<file path="config.mk">
export PLATFORM = sky130hd
export DESIGN_NAME = mrwt_datapath
export DESIGN_NICKNAME = d
export VERILOG_FILES = /design/src/mrwt_pkg.sv /design/src/mrwt_modmul.sv /design/src/mrwt_datapath.sv
export SDC_FILE = /design/constraint.sdc
export NUM_CORES = 1
export LEC_CHECK = 0
export BUFFER_PORTS_ARGS = -buffer_cell sky130_fd_sc_hd__buf_2
export CAP_MARGIN = 20
export CORE_ASPECT_RATIO = 0.6
export CORE_UTILIZATION = 60
export CTS_CLUSTER_SIZE = 25
export DETAILED_ROUTE_END_ITERATION = 6
export PLACE_DENSITY = 0.76
export SKIP_CTS_REPAIR_TIMING = 1
export SYNTH_ARGS = -nofsm -noshare
export SYNTH_HDL_FRONTEND = slang
export SYNTH_SLANG_ARGS = --single-unit
export TNS_END_PERCENT = 50
</file>
<file path="constraint.sdc">
create_clock -name clk -period 9.12 [get_ports clk]
set_input_delay 1.824 -clock clk [delete_from_list [all_inputs] [get_ports clk]]
set_output_delay 1.824 -clock clk [all_outputs]
set_load 0.01 [all_outputs]
</file>
<file path="src/mrwt_pkg.sv">
package mrwt_pkg;

    localparam int NUMBER_WIDTH = 31;
    localparam int BIT_IDX_W    = $clog2(NUMBER_WIDTH);
    localparam int SHIFT_W      = $clog2(NUMBER_WIDTH + 1);

    localparam logic [1:0] VERDICT_PRIME     = 2'd0;
    localparam logic [1:0] VERDICT_COMPOSITE = 2'd1;
    localparam logic [1:0] VERDICT_INVALID   = 2'd2;

    // Controller to datapath commands
    typedef struct packed {
        logic load;       // capture operands, u = n-1, clear t
        logic split_step; // shift u right by one, count t
        logic init_pow;   // d = 1, bit index to top
        logic mul_start;  // start modular multiply
        logic mul_sel_a;  // 0: d*d, 1: d*a
        logic mul_wb;     // write product to d
        logic bit_dec;    // next exponent bit
        logic sq_wb;      // write squaring product, advance square count
    } mrwt_cmd_t;

    // Datapath to controller status
    typedef struct packed {
        logic invalid;
        logic u_odd;
        logic mul_done;
        logic exp_bit;
        logic bit_last;
        logic sq_left;     // squarings remain
        logic nontrivial;  // product is 1 and root is not +-1
        logic d_is_one;
    } mrwt_stat_t;

endpackage

</file>
<file path="src/mrwt_modmul.sv">
module mrwt_modmul
    import mrwt_pkg::*;
(
    input  logic                    clk,
    input  logic                    rst_n,
    input  logic                    start,
    input  logic [NUMBER_WIDTH-1:0] x,
    input  logic [NUMBER_WIDTH-1:0] y,
    input  logic [NUMBER_WIDTH-1:0] n,
    output logic                    done,
    output logic [NUMBER_WIDTH-1:0] product
);

    logic                    busy_reg;
    logic [BIT_IDX_W-1:0]    idx_reg;
    logic [NUMBER_WIDTH-1:0] acc_reg, acc_next;
    logic [NUMBER_WIDTH-1:0] x_reg, y_reg;
    logic                    done_reg;
    logic [NUMBER_WIDTH:0]   dbl, dbl_red, sum;

    // Double, reduce, then conditionally add x and reduce
    always_comb
    begin
        dbl     = {acc_reg, 1'b0};
        dbl_red = (dbl >= {1'b0, n}) ? dbl - {1'b0, n} : dbl;
        sum     = dbl_red + (y_reg[idx_reg] ? {1'b0, x_reg} : '0);
        if (sum >= {1'b0, n})
            sum = sum - {1'b0, n};
        acc_next = sum[NUMBER_WIDTH-1:0];
    end

    always_ff @(posedge clk or negedge rst_n)
    begin
        if (!rst_n)
        begin
            busy_reg <= 1'b0;
            done_reg <= 1'b0;
            idx_reg  <= '0;
        end
        else
        begin
            done_reg <= 1'b0;
            if (start)
            begin
                busy_reg <= 1'b1;
                idx_reg  <= BIT_IDX_W'(NUMBER_WIDTH - 1);
            end
            else if (busy_reg)
            begin
                if (idx_reg == '0)
                begin
                    busy_reg <= 1'b0;
                    done_reg <= 1'b1;
                end
                else
                    idx_reg <= idx_reg - 1'b1;
            end
        end
    end

    // Operands and accumulator
    always_ff @(posedge clk)
    begin
        if (start)
        begin
            x_reg   <= x;
            y_reg   <= y;
            acc_reg <= '0;
        end
        else if (busy_reg)
            acc_reg <= acc_next;
    end

    assign done    = done_reg;
    assign product = acc_reg;

endmodule

</file>
<file path="src/mrwt_datapath.sv">
module mrwt_datapath
    import mrwt_pkg::*;
(
    input  logic                    clk,
    input  logic                    rst_n,
    input  logic [NUMBER_WIDTH-1:0] candidate,
    input  logic [NUMBER_WIDTH-1:0] base,
    input  mrwt_cmd_t               cmd,
    output mrwt_stat_t              stat
);

    logic [NUMBER_WIDTH-1:0] n_reg, a_reg, u_reg, d_reg;
    logic [SHIFT_W-1:0]      t_reg;
    logic [BIT_IDX_W-1:0]    bit_reg;
    logic [NUMBER_WIDTH-1:0] mul_y, product;
    logic                    mul_done;
    logic [NUMBER_WIDTH-1:0] one;

    assign one   = NUMBER_WIDTH'(1);
    assign mul_y = cmd.mul_sel_a ? a_reg : d_reg;

    mrwt_modmul u_modmul (
        .clk     (clk),
        .rst_n   (rst_n),
        .start   (cmd.mul_start),
        .x       (d_reg),
        .y       (mul_y),
        .n       (n_reg),
        .done    (mul_done),
        .product (product)
    );

    // Operand, exponent and accumulator registers
    always_ff @(posedge clk)
    begin
        if (cmd.load)
        begin
            n_reg <= candidate;
            a_reg <= base;
            u_reg <= candidate - one;
            t_reg <= '0;
        end
        else if (cmd.split_step)
        begin
            u_reg <= u_reg >> 1;
            t_reg <= t_reg + 1'b1;
        end
        if (cmd.init_pow)
        begin
            d_reg   <= one;
            bit_reg <= BIT_IDX_W'(NUMBER_WIDTH - 1);
        end
        else
        begin
            if (cmd.mul_wb)
                d_reg <= product;
            if (cmd.bit_dec)
                bit_reg <= bit_reg - 1'b1;
            if (cmd.sq_wb)
            begin
                d_reg <= product;
                t_reg <= t_reg - 1'b1;
            end
        end
    end

    // Status back to the controller
    always_comb
    begin
        stat.invalid    = (n_reg < NUMBER_WIDTH'(3)) || (a_reg == '0) || (a_reg >= n_reg);
        stat.u_odd      = u_reg[0];
        stat.mul_done   = mul_done;
        stat.exp_bit    = u_reg[bit_reg];
        stat.bit_last   = (bit_reg == '0);
        stat.sq_left    = (t_reg != '0);
        stat.nontrivial = (product == one) && (d_reg != one) && (d_reg != n_reg - one);
        stat.d_is_one   = (d_reg == one);
    end

endmodule

</file>
==> metrics.md, run 1 <==
| Metric | Value |
|---|---|
| Die Wd | 217 µm |
| Mapped Avg Cell Area | 9.38 µm² |
| Drt drc | 0 |
| Clk buf depth | 3 |
| H-tree depth | 1 |
| Worst hold slack | 0.526 ns |
| Critical Path Most Common Cell | ha_1 |
| Worst path slowest cell | mux2i_2 |
| Iteration-0 DRC Markers | 1830 |
| Top FF cell, synth | edfxtp_1 |
| Crit path from | n_reg[3] |
| Worst path required time | 9.58 ns |
| CTS tree | done |
| Relative slew margins | 34.8% |
| Family with the most delay on the worst path | compound AO/OA/AOI/OAI gates |
| Vias in the first global route | 13400 |
| Max Slew Vio Count | 0 |
| Gate Count Post-Synth | 1778 |
| Row cnt | 46 |
| Io pins | 80 |
| Buffers on Ports | 79 |
| Status | completed |
| Register area share after synthesis | 37.6% |
| Largest fanout on the critical path | 15 |
| Unique masters post-synth | 76 |
| Max IR drop VDD | 0.315 mV |
| Chip height | 131 µm |
| Pleak | 0.00730 µW |
| Nets | 2045 |
| Post-Synthesis Net Count | 1985 |
| Remaining antenna violation count after routing | 0 |
| Dpl ws | 0.229 ns |
| Via-to-Cell Ratio | 6.55 |
| Synth Warn # | 0 |
| Reg2Reg Setup Slack | 0.66 ns |
| Clk_lat worst skew | 0.55 ns |
| Met1 Wirelength | 22.1 mm |
| WP buf/inv | 2 |
| DRT Wirelength | 49.1 mm |
| Core footprint | 0.0269 mm² |
| Startpoint Class | flip-flop |
| Initial Utilization | 62.1% |
| Synth Area in XOR/XNOR | 8.23% |
| Largest net degree at the start of global routing | 80 |
| Routed wire length on met2 | 20.1 mm |
| Iteration count of the initial detailed-routing pass | 5 |
| Drt wl/cell | 22.2 µm |
| Worst-path clk slew | 0.07 ns |
| Pwr per Cell Area | 380 mW/mm² |
| Mux cell area share after synthesis | 6.16% |
| Worst r2r src | n_reg[3] |
| EDFF count, synth | 155 |
| Reg2reg end | u_modmul.product[20] |
| Largest family of logic cells by synthesized area | compound AO/OA/AOI/OAI gates |
| Fmax | 118 MHz |
| CP Depth | 30 |
| Setup TNS | 0 ns |
| Met3 WL | 5.93 mm |
| DR top layer | met4 |
| Post-route non-filler standard cell count | 2214 |
| Initial antenna violation count | 1 |
| Vias | 14500 |
| Yosys reg bits | 234 |
| Die ar. | 0.0285 mm² |
| Max Cap Violations | 0 |
| Crit-path max cell delay | 0.80 ns |
| Global-route wire length before repair | 75.6 mm |
| Final hold viol count | 0 |
| Layout cells sized above 1 | 12.0% |
| Crit end category | flip-flop |
| All-Layer GR Usage | 34.0% |
| GR Overflow Total | 0 |
| Synth Area in Compound Gates | 17.3% |
| N_diodes | 0 |
| Post-Synth Adder-Cell Area | 10.3% |
| DP Cell Count | 2168 |
| RSZ-0062 raised after global routing | false |
| Hpwl dp | 37.2 mm |
| Total CTS buffers | 23 |
| P&R area growth vs syn | 8.98% |
| Final Setup Violations | 0 |
| Setup WS post-layout | 0.655 ns |
| CTS Sinks | 234 |
| Slew @ Worst Pin | 0.959 ns |
| Arr. time, crit path | 8.92 ns |
| Simple-gate portion of the synthesized area | 17.1% |
| Ys async rst share | 2.99% |
| Post-Syn Area | 0.0167 mm² |
| Crit share post-route | 92.8% |
| Root buffer cell | clkbuf_16 |
| Worst Hold Class | flip-flop to flip-flop |
| Routability cong. | 0.980 |
| Clock Skew | 0.0296 ns |
| End of the critical path | u_modmul.product[20] |
| FF-to-FF path depth | 30 |
| Min cycle time layout | 8.46 ns |
| Critical path class | flip-flop to flip-flop |
-- placed cells by master, fill, tap and decap left out, drive strengths merged, types with 11 or more instances in the layout --
cell type	count
xor2	51
and3	14
o21bai	11
clkinv	12
clkbuf	26
nor2	146
nand2b	25
buf	98
a311oi	20
nor3	44
o21a	18
or3	11
dfxtp	72
edfxtp	155
nor2b	42
nand2	145
mux4	17
o211ai	13
ha	132
mux2	49
nand3	43
a21oi	173
nand4	32
xnor2	105
nor4	44
a31oi	12
a211oi	17
inv	79
a21o	35
o21ai	84
-- worst min-delay path by stage --
stage / slack, ns / start / end / depth (start not counted)
floorplan: 0.41 / d_reg[24] / u_modmul.x_reg[24] / 0
global placement: 0.51 / d_reg[19] / d_reg[19] / 2
detailed placement: 0.51 / u_modmul.product[19] / d_reg[19] / 2
CTS: 0.52 / u_modmul.product[19] / d_reg[19] / 2
global route: 0.54 / u_modmul.product[19] / d_reg[19] / 2
finish: 0.53 / d_reg[23] / d_reg[23] / 2
-- final cells by class --
class | count | area [µm²]
tap | 360 | 450
multi-input combinational | 1402 | 9890
clock inverter | 15 | 128
sequential | 234 | 6270
fill | 2093 | 8700
timing repair buffer | 98 | 556
clock buffer | 26 | 587
inverter | 79 | 297
-- routing by layer --
metal / up-vias / track usage (%)
met5: - / 0
li1: 6738 / -
met2: 764 / 48.7
met3: 84 / 8.66
met4: 0 / 7.39
met1: 6911 / 51.2
-- worst register-to-register path, delay by kind of cell, from the launching register on --
family | cells | cell delay [ns]
simple gates | 9 | 1.25
flops | 1 | 0.62
fa+ha+maj | 4 | 1.31
mux | 1 | 0.80
buf+inv | 2 | 0.30
compound gates | 14 | 4.11
-- cells in the mapped netlist (all sizes together), types with 6 or more instances --
| cell type | count | area share [%] |
|---|---|---|
| a21oi | 173 | 5.2 |
| edfxtp | 155 | 28 |
| nor2 | 146 | 3.3 |
| nand2 | 145 | 3.3 |
| ha | 132 | 9.9 |
| xnor2 | 105 | 5.5 |
| o21ai | 84 | 2.5 |
| inv | 78 | 1.8 |
| dfxtp | 72 | 8.6 |
| clkbuf | 51 | 1.1 |
| xor2 | 51 | 2.7 |
| mux2 | 49 | 3.3 |
| nor3 | 44 | 1.3 |
| nor4 | 44 | 1.6 |
| nand3 | 43 | 1.3 |
| nor2b | 42 | 1.6 |
| a21o | 35 | 1.6 |
| nand4 | 32 | 1.2 |
| nand2b | 25 | 0.94 |
| a311oi | 20 | 1.0 |
| o21a | 18 | 0.81 |
| a211oi | 17 | 0.82 |
| mux4 | 17 | 2.3 |
| and3 | 14 | 0.52 |
| buf | 13 | 0.44 |
| o211ai | 13 | 0.58 |
| a31oi | 12 | 0.45 |
| o21bai | 11 | 0.49 |
| or3 | 11 | 0.41 |
| a211o | 9 | 0.47 |
| mux2i | 8 | 0.55 |
| nand3b | 8 | 0.36 |
| and2 | 7 | 0.26 |
| dfrtp | 7 | 1.0 |
| a221oi | 6 | 0.31 |
-- metrics by stage --
step	area, µm²	power, µW	utilization, %
3_5_place_dp	17400	5710	64.7
2_1_floorplan	16700	4780	-
5_1_grt	18200	7400	67.6
6_report	18200	6910	67.6
4_1_cts	18100	6680	67.4
3_3_place_gp	17400	5620	64.7
-- logic make-up (layout without fill, tap and decap cells) --
kind of cell               Yosys count  after routing
and+or+nand+nor                    583            583
AOI/OAI and AO/OA                  453            453
DFF                                234            234
xor gates and xnor gates           156            156
buffers and inverters              143            218
adders and majority gates          135            135
muxes                               74             75
-- report_power, final --
group          internal, µW  switching (µW)  leakage, µW
clock                   520             434     0.000361
sequential             1330             222      0.00221
combinational          1890            2520      0.00472
Note: power is estimated with default switching activity, not from simulation.
==> inputs of run 2 (changes only) <==
==> constraint.sdc (replaced) <==
create_clock -name clk -period 10.9 [get_ports clk]
set_input_delay 2.18 -clock clk [delete_from_list [all_inputs] [get_ports clk]]
set_output_delay 2.18 -clock clk [all_outputs]
set_load 0.01 [all_outputs]
==> metrics.md, run 2 (synthesis results as in run 1) <==
| Metric | Value |
|---|---|
| Hpwl dp | 37.1 mm (-0.29%) |
| All-Layer GR Usage | 33.9% (-0.080 points) |
| Buffers on Ports | 79 (unchanged) |
| Vias in the first global route | 13300 (-0.56%) |
| Fmax | 108 MHz (-8.7%) |
| Clk buf depth | 3 (unchanged) |
| Row cnt | 46 (unchanged) |
| Io pins | 80 (unchanged) |
| WP buf/inv | 4 (+2) |
| Largest net degree at the start of global routing | 87 (+8.8%) |
| DP Cell Count | 2162 (-0.28%) |
| Min cycle time layout | 9.27 ns (+0.806 ns) |
| Nets | 2035 (-0.49%) |
| Critical path class | flip-flop to flip-flop |
| Slew @ Worst Pin | 1.02 ns (+0.0569 ns) |
| Fill cells | 2115 (+1.1%) |
| Arr. time, crit path | 9.73 ns (+0.81 ns) |
| H-tree depth | 1 (unchanged) |
| Die ar. | 0.0285 mm² (unchanged) |
| Layout cells sized above 1 | 11.1% (-0.92 points) |
| CTS Sinks | 234 (unchanged) |
| Final Setup Violations | 0 (unchanged) |
| Clk_lat worst skew | 0.55 ns (about the same) |
| Core footprint | 0.0269 mm² (unchanged) |
| Clock Skew | 0.0222 ns (-0.00740 ns) |
| Root buffer cell | clkbuf_16 |
| Crit end category | flip-flop |
| Max Cap Violations | 0 (unchanged) |
| Post-route non-filler standard cell count | 2210 (-0.18%) |
| Routability cong. | 0.979 (about the same) |
| DRT Wirelength | 48.4 mm (-1.3%) |
| Via-to-Cell Ratio | 6.55 (about the same) |
| WHS Path Cells | 2 (unchanged) |
| GR Overflow Total | 0 (unchanged) |
| P&R area growth vs syn | 8.95% (about the same) |
| Worst path required time | 11.36 ns (+1.78 ns) |
| Iteration count of the initial detailed-routing pass | 7 (+2) |
| Chip height | 131 µm (unchanged) |
| Worst-path clk slew | 0.07 ns (about the same) |
| Worst Hold Class | flip-flop to flip-flop |
| Startpoint Class | flip-flop |
| Global-route wire length before repair | 75.7 mm (about the same) |
| Crit-path max cell delay | 0.62 ns (-0.18 ns) |
| Initial Utilization | 62.1% (unchanged) |
| RSZ-0062 raised after global routing | false |
| Most common cell after layout, fill and taps aside | a21oi_1 |
| Pwr per Cell Area | 315 mW/mm² (-17%) |
| FF-to-FF path depth | 31 (+3.3%) |
| Max Slew Vio Count | 0 (unchanged) |
| CP Depth | 31 (+3.3%) |
| Initial antenna violation count | 2 (+1) |
| Max IR drop VDD | 0.337 mV (+6.9%) |
| Die Wd | 217 µm (unchanged) |
| Family with the most delay on the worst path | compound AO/OA/AOI/OAI gates |
| Remaining antenna violation count after routing | 0 (unchanged) |
| Relative slew margins | 32.0% (-2.8 points) |
| Violated checks | DRC |
| Worst path slowest cell | edfxtp_1 |
| Pleak | 0.00727 µW (-0.36%) |
| Crit share post-route | 85.1% (-7.8 points) |
| Status | finished, violations left |
| Most frequent cells in the layout | 172 x a21oi_1, 155 x edfxtp_1, 145 x nand2_1, 145 x nor2_1, 132 x ha_1 |
| Total CTS buffers | 24 (+4.3%) |
| Largest fanout on the critical path | 46 (+31) |
| Vias | 14500 (-0.10%) |
| CTS tree | done |
| Setup TNS | 0 ns (unchanged) |
| Drt drc | 13 (+13) |
| Drt wl/cell | 21.9 µm (-1.2%) |
| Iteration-0 DRC Markers | 2005 (+9.6%) |
| Final hold viol count | 0 (unchanged) |
## run 2: changes by cell type in the layout (fill, tap and decap cells not counted), sizes merged
cell      delta
mux2i        -1
clkbuf       +4
buf         -10
bufinv       +2
clkinv       -1
inv          -1
diode        +4
clkinvlp     -1
## run 2: layout make-up
class | instances | area (µm²) | share of cell area, %
Clock buffer | 30 | 644 | 3.54
Sequential cell | 234 | 6270 | 34.5
Clock inverter | 14 | 168 | 0.922
Inverter | 79 | 297 | 1.63
Antenna cell | 4 | 10.0 | 0.0551
Multi-Input combinational cell | 1401 | 9860 | 54.2
Timing Repair Buffer | 88 | 480 | 2.64
Tap cell | 360 | 450 | 2.48
## run 2: power by group
group | switching [µW] | total [µW] | internal [µW] | leakage [µW]
clock network | 367 | 881 | 513 | 0.000398
registers | 184 | 1290 | 1110 | 0.00221
logic | 2030 | 3550 | 1520 | 0.00466
total | 2590 | 5720 | 3140 | 0.00727
## run 2: path summary, 6_finish.rpt
check / start / to / slack [ns]
worst max register to register: n_reg[3] / u_modmul.product[20] / 1.63
max in group asynchronous: rst_n / u_modmul.idx_reg[2] / 9.28
worst min-delay path: u_modmul.product[19] / d_reg[19] / 0.52
min in group asynchronous: rst_n / u_modmul.done / 1.46
worst min register to register: u_modmul.product[19] / d_reg[19] / 0.52
worst max-delay path: n_reg[3] / u_modmul.product[20] / 1.63
## run 2: metal layers
metal  vias to the layer above  track usage, %  wire length, µm
met4                         0            6.53              892
li1                       6724               -                -
met3                        88            7.82             5400
met5                         -               0                0
met2                       768            49.1            20400
met1                      6902            51.5            21800
## run 2: tightest hold or removal path, cell delays in order, from the launching register on
cell	delay (ns)
dfxtp_1	0.35
nand2_1	0.07
a21oi_1	0.05
## run 2: stage by stage
step	cell area (µm²)	hold WS, ns	setup WS [ns]	total power [µW]	utilization (%)
6_report	18200	0.521	1.63	5720	67.6
5_1_grt	18200	0.542	1.24	6140	67.6
4_1_cts	18200	0.523	2.05	5650	67.6
3_5_place_dp	17400	0.515	2.09	4760	64.6
3_3_place_gp	17300	0.506	2.02	4630	64.5
2_1_floorplan	16700	0.406	3.76	4000	-
